===== config.mk =====
export PLATFORM = sky130hd
export DESIGN_NAME = link_connect_supervisor
export DESIGN_NICKNAME = d
export VERILOG_FILES = /design/src/hdl/lcs_pkg.sv /design/src/hdl/link_connect_supervisor.sv /design/src/hdl/lcs_step.sv
export SDC_FILE = /design/constraint.sdc
export NUM_CORES = 1
export LEC_CHECK = 0
export ABC_AREA = 1
export BUFFER_PORTS_ARGS = -buffer_cell sky130_fd_sc_hd__clkbuf_2
export CORE_MARGIN = 2
export CORE_UTILIZATION = 60
export CTS_CLUSTER_SIZE = 20
export DETAILED_ROUTE_END_ITERATION = 10
export PLACE_DENSITY = 0.76
export SLEW_MARGIN = 0
export SYNTH_ARGS = -nofsm -noshare
export SYNTH_HDL_FRONTEND = slang
export SYNTH_SLANG_ARGS = --single-unit

===== constraint.sdc =====
create_clock -name clk_i -period 5.29 [get_ports clk_i]
set_input_delay 0.2645 -clock clk_i [delete_from_list [all_inputs] [get_ports clk_i]]
set_output_delay 0.2645 -clock clk_i [all_outputs]
set_load 0.02 [all_outputs]

===== src/hdl/lcs_pkg.sv =====
// Shared types and codes for the link connect supervisor.
// No dependencies; every other file of the block imports this package.
`default_nettype none

package lcs_pkg;

  localparam int unsigned TimeW = 32;

  localparam logic [TimeW-1:0] DefaultBackoffMs = 32'd30000;
  localparam logic [TimeW-1:0] DefaultTimeoutMs = 32'd30000;

  localparam int unsigned CfgIndexW = 8;
  localparam logic [CfgIndexW-1:0] RegRetryBackoff  = 8'd0;
  localparam logic [CfgIndexW-1:0] RegConnectTimeout = 8'd1;

  localparam int unsigned InDataW  = 40;
  localparam int unsigned OutDataW = 8;

  typedef enum logic [1:0] {
    CS_DOWN       = 2'd0,
    CS_CONNECTING = 2'd1,
    CS_UP         = 2'd2
  } conn_state_e;

  typedef enum logic [2:0] {
    LS_DOWN    = 3'd0,
    LS_JOIN    = 3'd1,
    LS_NOIP    = 3'd2,
    LS_UP      = 3'd3,
    LS_FAIL    = 3'd4,
    LS_NONET   = 3'd5,
    LS_BADAUTH = 3'd6
  } link_status_e;

  typedef enum logic [2:0] {
    EV_NONE           = 3'd0,
    EV_INIT_FAILED    = 3'd1,
    EV_CONNECTED      = 3'd2,
    EV_DROPPED        = 3'd3,
    EV_CONNECT_FAILED = 3'd4,
    EV_TIMED_OUT      = 3'd5
  } link_event_e;

  typedef struct packed {
    logic [TimeW-1:0] retry_backoff_ms;
    logic [TimeW-1:0] connect_timeout_ms;
  } cfg_t;

  typedef struct packed {
    logic             ready_flag;
    conn_state_e      link_state;
    logic [TimeW-1:0] last_attempt_time;
    logic [TimeW-1:0] connect_start_time;
  } sup_state_t;

  typedef struct packed {
    logic [TimeW-1:0] now_ms;
    logic             init_ok;
    logic [2:0]       link_status;
    logic             ssid_present;
    logic             start_ok;
  } in_item_t;

  typedef struct packed {
    logic        radio_ready;
    conn_state_e conn_state;
    link_event_e link_event;
    logic        connect_issued;
    logic        start_failed;
  } out_item_t;

endpackage

`default_nettype wire


===== src/hdl/link_connect_supervisor.sv =====
// Top level of the link connect supervisor: input register, state, result register.
// Depends on lcs_pkg and lcs_step.
//
//   channel   direction  handshake                      payload
//   s_axis    in         s_axis_tvalid / s_axis_tready  s_axis_tdata, one poll tick
//   m_axis    out        m_axis_tvalid / m_axis_tready  m_axis_tdata, one result
//   cfg       in         cfg_valid_i / cfg_ready_o      cfg_index_i, cfg_data_i
//
// Each item waits in the input register until it can move on, then the step logic
// updates the state and loads the result register; one item per cycle unless m_axis stalls.
// The state update is a 32-bit subtract and compare, which sets the cycle time.
// Reset clears the state and loads both timing registers with 30000 ms.
// A stalled result holds the result register; the input register still takes a
// new item whenever the item in it can move on in the same cycle.
`default_nettype none

module link_connect_supervisor (
  input  wire                          clk_i,
  input  wire                          rst_ni,

  input  wire                          s_axis_tvalid,
  output logic                         s_axis_tready,
  // [31:0] now_ms, [32] init_ok, [35:33] link_status, [36] ssid_present,
  // [37] start_ok, [39:38] zero
  input  wire [lcs_pkg::InDataW-1:0]   s_axis_tdata,

  output logic                         m_axis_tvalid,
  input  wire                          m_axis_tready,
  // [0] radio_ready, [2:1] conn_state, [5:3] link_event, [6] connect_issued,
  // [7] start_failed
  output logic [lcs_pkg::OutDataW-1:0] m_axis_tdata,

  input  wire                          cfg_valid_i,
  output logic                         cfg_ready_o,
  input  wire [lcs_pkg::CfgIndexW-1:0] cfg_index_i,
  input  wire [lcs_pkg::TimeW-1:0]     cfg_data_i
);
  import lcs_pkg::*;

  cfg_t       cfg_q;
  sup_state_t state_q, state_d;
  in_item_t   in_q, in_d;
  logic       in_valid_q;
  out_item_t  out_q, result;
  logic       out_valid_q;
  logic       advance;

  assign advance       = in_valid_q && (!out_valid_q || m_axis_tready);
  assign s_axis_tready = !in_valid_q || advance;
  assign cfg_ready_o   = 1'b1;

  assign in_d.now_ms       = s_axis_tdata[31:0];
  assign in_d.init_ok      = s_axis_tdata[32];
  assign in_d.link_status  = s_axis_tdata[35:33];
  assign in_d.ssid_present = s_axis_tdata[36];
  assign in_d.start_ok     = s_axis_tdata[37];

  lcs_step u_step (
    .cfg_i    (cfg_q),
    .state_i  (state_q),
    .item_i   (in_q),
    .state_o  (state_d),
    .result_o (result)
  );

  always_ff @(posedge clk_i or negedge rst_ni) begin
    if (!rst_ni) begin
      cfg_q.retry_backoff_ms   <= DefaultBackoffMs;
      cfg_q.connect_timeout_ms <= DefaultTimeoutMs;
    end else if (cfg_valid_i) begin
      case (cfg_index_i)
        RegRetryBackoff:   cfg_q.retry_backoff_ms   <= cfg_data_i;
        RegConnectTimeout: cfg_q.connect_timeout_ms <= cfg_data_i;
        default: ;
      endcase
    end
  end

  always_ff @(posedge clk_i or negedge rst_ni) begin
    if (!rst_ni) begin
      state_q.ready_flag         <= 1'b0;
      state_q.link_state         <= CS_DOWN;
      state_q.last_attempt_time  <= '0;
      state_q.connect_start_time <= '0;
      in_valid_q                 <= 1'b0;
      out_valid_q                <= 1'b0;
    end else begin
      if (s_axis_tready) in_valid_q <= s_axis_tvalid;
      if (advance) begin
        state_q     <= state_d;
        out_valid_q <= 1'b1;
      end else if (m_axis_tready) begin
        out_valid_q <= 1'b0;
      end
    end
  end

  always_ff @(posedge clk_i) begin
    if (s_axis_tready && s_axis_tvalid) in_q <= in_d;
    if (advance) out_q <= result;
  end

  assign m_axis_tvalid = out_valid_q;
  assign m_axis_tdata  = {out_q.start_failed, out_q.connect_issued, out_q.link_event,
                          out_q.conn_state, out_q.radio_ready};

  // Once the radio has come up it never goes back to not-ready.
  a_ready_sticky: assert property (@(posedge clk_i) disable iff (!rst_ni)
    $past(state_q.ready_flag) |-> state_q.ready_flag)
    else $error("ready flag was cleared");

  // A connect attempt is only ever made by a ready radio.
  a_issue_needs_ready: assert property (@(posedge clk_i) disable iff (!rst_ni)
    (out_valid_q && out_q.connect_issued) |-> out_q.radio_ready)
    else $error("connect issued while radio not ready");

  // A refused start implies an attempt and leaves the link down.
  a_refused_down: assert property (@(posedge clk_i) disable iff (!rst_ni)
    (out_valid_q && out_q.start_failed) |->
      (out_q.connect_issued && out_q.conn_state == CS_DOWN))
    else $error("refused start without attempt or with link not down");

  // A failed init reports nothing else.
  a_init_failed: assert property (@(posedge clk_i) disable iff (!rst_ni)
    (out_valid_q && out_q.link_event == EV_INIT_FAILED) |->
      (!out_q.radio_ready && !out_q.connect_issued && out_q.conn_state == CS_DOWN))
    else $error("init failure with other activity");

endmodule

`default_nettype wire


===== src/hdl/lcs_step.sv =====
// Per-tick decision logic: next supervisor state and the result of one poll item.
// Purely combinational; uses the types and codes of lcs_pkg.
`default_nettype none

module lcs_step (
  input  lcs_pkg::cfg_t       cfg_i,
  input  lcs_pkg::sup_state_t state_i,
  input  lcs_pkg::in_item_t   item_i,
  output lcs_pkg::sup_state_t state_o,
  output lcs_pkg::out_item_t  result_o
);
  import lcs_pkg::*;

  logic        ready;
  logic        down_logic;
  conn_state_e st;
  link_event_e ev;
  logic        issued;
  logic        refused;
  logic [TimeW-1:0] since_start;
  logic [TimeW-1:0] since_attempt;
  logic        backoff_wait;

  // Differences wrap modulo 2^32 by construction.
  assign since_start   = item_i.now_ms - state_i.connect_start_time;
  assign since_attempt = item_i.now_ms - state_i.last_attempt_time;
  assign backoff_wait  = (state_i.last_attempt_time != '0) &&
                         (since_attempt < cfg_i.retry_backoff_ms);

  always_comb begin
    ready      = state_i.ready_flag;
    down_logic = 1'b1;
    st         = state_i.link_state;
    ev         = EV_NONE;
    issued     = 1'b0;
    refused    = 1'b0;
    state_o    = state_i;

    if (!ready) begin
      if (item_i.init_ok) begin
        ready = 1'b1;
      end else begin
        ev         = EV_INIT_FAILED;
        down_logic = 1'b0;
      end
    end

    if (ready && (st == CS_UP || st == CS_CONNECTING)) begin
      case (item_i.link_status)
        LS_UP: begin
          if (st != CS_UP) ev = EV_CONNECTED;
          st         = CS_UP;
          down_logic = 1'b0;
        end
        LS_JOIN, LS_NOIP: begin
          // The timeout runs only for an attempt that is still connecting.
          if (st == CS_CONNECTING && since_start > cfg_i.connect_timeout_ms) begin
            ev = EV_TIMED_OUT;
            st = CS_DOWN;
          end else begin
            st         = CS_CONNECTING;
            down_logic = 1'b0;
          end
        end
        default: begin
          ev = (st == CS_UP) ? EV_DROPPED : EV_CONNECT_FAILED;
          st = CS_DOWN;
        end
      endcase
    end

    // A drop and a fresh attempt may both happen in the same tick.
    if (ready && down_logic && st != CS_UP && st != CS_CONNECTING) begin
      st = CS_DOWN;
      if (item_i.ssid_present && !backoff_wait) begin
        state_o.last_attempt_time = item_i.now_ms;
        issued = 1'b1;
        if (item_i.start_ok) begin
          st = CS_CONNECTING;
          state_o.connect_start_time = item_i.now_ms;
        end else begin
          refused = 1'b1;
        end
      end
    end

    state_o.ready_flag = ready;
    state_o.link_state = st;

    result_o.radio_ready    = ready;
    result_o.conn_state     = st;
    result_o.link_event     = ev;
    result_o.connect_issued = issued;
    result_o.start_failed   = refused;
  end

endmodule

`default_nettype wire


# Word level (Yosys, flattened, before mapping)
# Cells that the tools add are included.
# word_totals
register_bits	179
in_bits	85
# classes
order_cmp	2
n_eq_ne	9
muxes	22
add_sub_neg	2
n_reduce_logical	24
# ops
op	count
$sub 32x32->32	2
$gt 32x32->1	1
$lt 32x32->1	1
$reduce_bool 32->1	1
$mux 3	5
$mux 1	11
$logic_and 1x1->1	9
$eq 8x1->1 const B	1
$logic_not 8->1	1
$eq 3x2->1 const B	2
$mux 2	3
$pmux 3 s2	1
$reduce_and 2->1	3
$ne 2x2->1 const B	2
$pmux 2 s2	1
$reduce_and 4->1	1
$eq 3x1->1 const B	1
$logic_not 1->1	3
$logic_or 1x1->1	3
$reduce_and 3->1	1
$eq 2x1->1 const B	1
$eq 2x2->1 const B	1
$ne 2x1->1 const B	1
$pmux 1 s2	1
2 further kinds	2

# Logic depth before layout (Yosys ltp)
# logic_depth
ltp_word	10
ltp_mapped	30
mapped_depth_nobuf	29

# Hierarchy
# From an unflattened synthesis, not the netlist that was laid out.
# unflattened
cells_unflattened	2066
area_unflattened_um2	14418.8
# modules_own_cells
module	area_each_um2	seq_area_each_um2	cells_each	instances
lcs_step	7792.5	0.0	1433	1
link_connect_supervisor	6626.4	4727.0	633	1

# Worst setup path before layout
# OpenSTA, ideal clock, no wires.
# synth_path
path_kind	reg2reg
startpoint	reg in_q[6] (netlist bit)
endpoint	reg state_q[1] (netlist bit)
t_required_ns	5.224
arrival_time_ns	3.838
slack_ns	1.386
path_buffers	1
stages_incl_launch_ff	28
path_cell_list	edfxtp_1 -> inv_1 -> ha_1 -> inv_1 -> fa_1 -> nand3_1 -> nand2_1 -> a21boi_0 -> o21ai_1 -> nand3_1 -> nand3_1 -> nand2_1 -> nand2_1 -> nand2_1 -> nand3b_1 -> xor2_1 -> ha_1 -> nand2_1 -> nor2_1 -> nand4_1 -> nor4_1 -> nand2_1 -> nand3_1 -> nand2_1 -> nor2_1 -> clkbuf_1 -> nand4_1 -> nand2_1
# synth_between
elab_chain_len	10
# synth_lines
element	line_no	source
from (decl)	link_connect_supervisor.sv:42	in_item_t in_q, in_d;
from (signal assigned)	link_connect_supervisor.sv:99	if (s_axis_tready && s_axis_tvalid) in_q <= in_d;
$sub 32x32->32	lcs_step.sv:25	assign since_start = item_i.now_ms - state_i.connect_start_time;
$gt 32x32->1	lcs_step.sv:57	if (st == CS_CONNECTING && since_start > cfg_i.connect_timeout_ms) begin
$logic_and 1x1->1	lcs_step.sv:57	
$mux 1	lcs_step.sv:57	
$pmux 2 s2 / $pmux 1 s2 (equally long branches)	lcs_step.sv:49	case (item_i.link_status)
$mux 2 / $mux 1 (equally long branches)	lcs_step.sv:48	if (ready && (st == CS_UP || st == CS_CONNECTING)) begin
$ne 2x2->1 / $logic_and 1x1->1 (equally long branches)	lcs_step.sv:73	if (ready && down_logic && st != CS_UP && st != CS_CONNECTING) begin
$logic_and 1x1->1 (2 in a row)	lcs_step.sv:73	
$reduce_and 4->1 (no line) *	-	
to (signal assigned)	link_connect_supervisor.sv:90	state_q <= state_d;
to (decl)	link_connect_supervisor.sv:41	sup_state_t state_q, state_d;
# Mark *: on every way between the ends. The rest lies on a longest branch, timed or not.
# A chain may end at the register's enable or synchronous reset.

# Worst setup path in the final report
# layout_path
startpoint	reg in_q[9] (netlist bit)
endpoint	reg state_q[15] (netlist bit)
# Same word-level chain as after synthesis.

==> flow_metrics.env <==
export IMPL_status="finished, violations left"
export IMPL_violations="negative hold slack"
export IMPL_fmax_mhz=201
export IMPL_vias=10500
export IMPL_holdWs_ns=-0.0334
export IMPL_synthMuxAreaShare_pct=0
export IMPL_syn_inst=1510
export IMPL_cts_tree="yes"
export IMPL_numPortBuffers=92
export IMPL_synthDistinctLibCells=44
export IMPL_drive_above_1_share_pct=10.1
export IMPL_dieArea_um2=21000
export IMPL_grt_overflow=0
export IMPL_dp_hpwl_mm=22.8
export IMPL_synth_seq_cells=179
export IMPL_utilization_pct=70.0
export IMPL_grt_max_degree=79
export IMPL_period_share_pct=93.9
export IMPL_drc=0
export IMPL_grtUsageTotal_pct=29.4
export IMPL_setup_tns_ns=0
export IMPL_drv_slew=0
export IMPL_rsz0062_at_grt="no"
export IMPL_io_pins=96
export IMPL_drt_pass1_iter_count=7
export IMPL_worstSetupEndpointType="flip-flop"
export IMPL_syn_nets=1724
export IMPL_cts_buffers=17
export IMPL_diodes=0
export IMPL_core_um2=19500
export IMPL_worstPathMaxFanout=40
export IMPL_clock_path_buffers=2
export IMPL_regArea_um2=4730
export IMPL_r2r_start="in_q[9]$_DFFE_PP_"
export IMPL_fin_nets=1857
export IMPL_setup_worst_path_class="flip-flop to flip-flop"
export IMPL_hold_viol_final=12
export IMPL_die_h_um=145
export IMPL_worstSkewPairLatency_ns=0.44
export IMPL_synth_seq_area_share_pct=39.6
export IMPL_first_global_vias=10300
export IMPL_ff2ff_setup_slack_ns=0.32
export IMPL_cts_resized=0
export IMPL_max_cap_violations=0
export IMPL_yosysTopAreaCell="dfrtp_1"
export IMPL_power_leakage_uw=0.00665
export IMPL_rows=51
export IMPL_start_util_pct=61.2
export IMPL_clk_pin_slew_worst_paths_ns=0.08
export IMPL_endpoint="state_q[15]$_DFFE_PN0P_"
export IMPL_finalSetupViolCount=0
export IMPL_synthTopCellsByCount="nand2_1 (375), inv_1 (244), ha_1 (127)"
export IMPL_async_reset_ff_share_pct=74.3
export IMPL_antenna_found_initial=1
export IMPL_worst_slew_pin_slew_ns=1.00
export IMPL_grt_pass1_wl_mm=49.8
export IMPL_synthTopCellsByArea="dfrtp_1 (25%), ha_1 (13%), nand2_1 (12%), edfxtp_1 (12%), inv_1 (7.7%)"
export IMPL_areaGrowthSynthToFinish_pct=14.4
export IMPL_root_buffer="clkbuf_16"
export IMPL_ant_nets=0
export IMPL_htreeDepth=4
export IMPL_drt_wl_total_mm=30.5
export IMPL_multiInputGateArea_um2=6100
export IMPL_synth_edf_count=46
export IMPL_relSlewSlack_pct=33.0
export IMPL_synth_top_area_share_pct=24.9
export IMPL_avgRoutedWirePerCell_um=15.9
export IMPL_worstPathRequired_ns=5.67
export IMPL_vias_per_cell=5.47
export IMPL_r2r_end="state_q[15]$_DFFE_PN0P_"
export IMPL_syn_area_um2=11900
export IMPL_startpoint="in_q[9]$_DFFE_PP_"
export IMPL_die_width_um=145
export IMPL_power_density_nw_per_um2=579
export IMPL_synth_top_family_by_area="simple AND/OR/NAND/NOR gates"
export IMPL_synth_ff_type="dfrtp_1"
export IMPL_synth_xor_area_share_pct=4.55
export IMPL_min_period_ns=4.97
export IMPL_synthAdderAreaFrac_pct=13.6
export IMPL_hold_path_class="input pin to async pin"
export IMPL_synth_compound_area_share_pct=12.0
export IMPL_worst_r2r_path_depth=25
export IMPL_synthSimpleGateAreaFrac_pct=20.8
export IMPL_finalClockSkew_ns=0.0165
export IMPL_start_kind="flip-flop"
export IMPL_cts_sinks=179
export IMPL_post_synth_top_count_cell="nand2_1"
export IMPL_syn_area_per_cell_um2=7.91
export IMPL_ys_warn_count=0
export IMPL_fillCellCount=1586
export IMPL_first_iter_violations=805
export IMPL_critPathArrivalTime_ns=5.35
export IMPL_peakVddDrop_mv=0.336
export IMPL_place_gp_congestion=0.988
## worst min path at each step
stage          slack, ns        startpoint               endpoint
3_3_place_gp        0.44  s_axis_tdata[24]     in_q[30]$_DFFE_PP_
2_1_floorplan      -0.03            rst_ni   cfg_q[0]$_DFFE_PN0P_
6_report           -0.03            rst_ni  cfg_q[35]$_DFFE_PN0P_
3_5_place_dp        0.44   s_axis_tdata[1]      in_q[7]$_DFFE_PP_
5_1_grt          0.00004   s_axis_tdata[4]     in_q[10]$_DFFE_PP_
4_1_cts           0.0003   s_axis_tdata[4]     in_q[10]$_DFFE_PP_
## cell type report
class / instances / area share (%)
inverters: 246 / 6.76
clock inverters: 15 / 1.31
flip-flops and latches: 179 / 34.6
clock buffers: 17 / 3.11
multi-input cells: 1050 / 44.6
well taps: 265 / 2.43
repair buffers: 149 / 7.20
## kinds of logic (layout without fill, tap and decap cells)
| kind of cell | after synthesis | in the layout |
|---|---|---|
| and+or+nand+nor | 588 | 588 |
| buffers and inverters | 281 | 427 |
| AOI/OAI and AO/OA | 270 | 270 |
| DFF | 179 | 179 |
| adders and majority gates | 129 | 129 |
| xor gates and xnor gates | 62 | 62 |
| other | 1 | 1 |
## timing repair
item	4_1_cts	5_1_grt
endpoints found under the hold margin	37	0
hold buffers	37	0
setup buffers	0	0
## placed cells by master, fill, tap and decap left out, drive strengths merged, types with 13 or more instances in the layout
cell and instances:
nand3 60, nor2 73, buf 21, xor2 43, clkbuf 108, inv 252
edfxtp 46, a21oi 119, nor4 13, o21ai 119, ha 127, dlygate4sd3 37
xnor2 19, dfrtp 119, dfstp 14, nand2 378, nor3 17, nand4 43
## where the power goes
group | total (uW) | switching, uW | internal, uW
Clock | 1300 | 659 | 642
Combinational | 4640 | 2950 | 1700
Sequential | 1970 | 232 | 1730
Total | 7910 | 3840 | 4070
## metrics by stage
step	setup WS, ns	instance area, um2	cells	power (uW)
after CTS	0.472	13700	1921	7830
final	0.322	13700	1921	7910
after detailed placement	0.507	12700	1852	6480
after global placement	0.551	12700	1852	6300
after floorplan	1.39	11900	1510	5320
after global routing	0.0357	13700	1921	8610
## sequential cells by signal, indices dropped and copies added (netlist names)
name,count
in_valid_q,1
state_q,67
m_axis_tdata,8
in_q,38
m_axis_tvalid,1
cfg_q,64
## per-layer routing
metal  GRT usage, %  up-vias  share of wire (%)  wire (um)
met1           42.2     4919                 48      14600
met5              0        -                  0          0
met4           8.43        0                1.7        522
li1               -     5226                  -          -
met2           47.0      310                 46      14000
met3           4.03       44                4.7       1450
## critical path: stages, from the launching register on
cell,delay (ns)
edfxtp_1,0.49
ha_1,0.41
inv_1,0.09
nor3_1,0.20
a21oi_1,0.12
o21ai_0,0.29
a21oi_1,0.17
nor2_1,0.14
nor2_1,0.10
o21ai_0,0.22
xor2_1,0.34
ha_1,0.32
a21oi_1,0.15
nor2_1,0.06
nor2_1,0.09
nand3_1,0.07
a21oi_1,0.24
nand2_1,0.21
nand2_1,0.12
nand2_2,0.06
nand3_2,0.08
nand2_1,0.09
nor2_4,0.15
buf_4,0.39
nand4_1,0.17
nand2_1,0.11
Power figures use the tool's default switching activity.
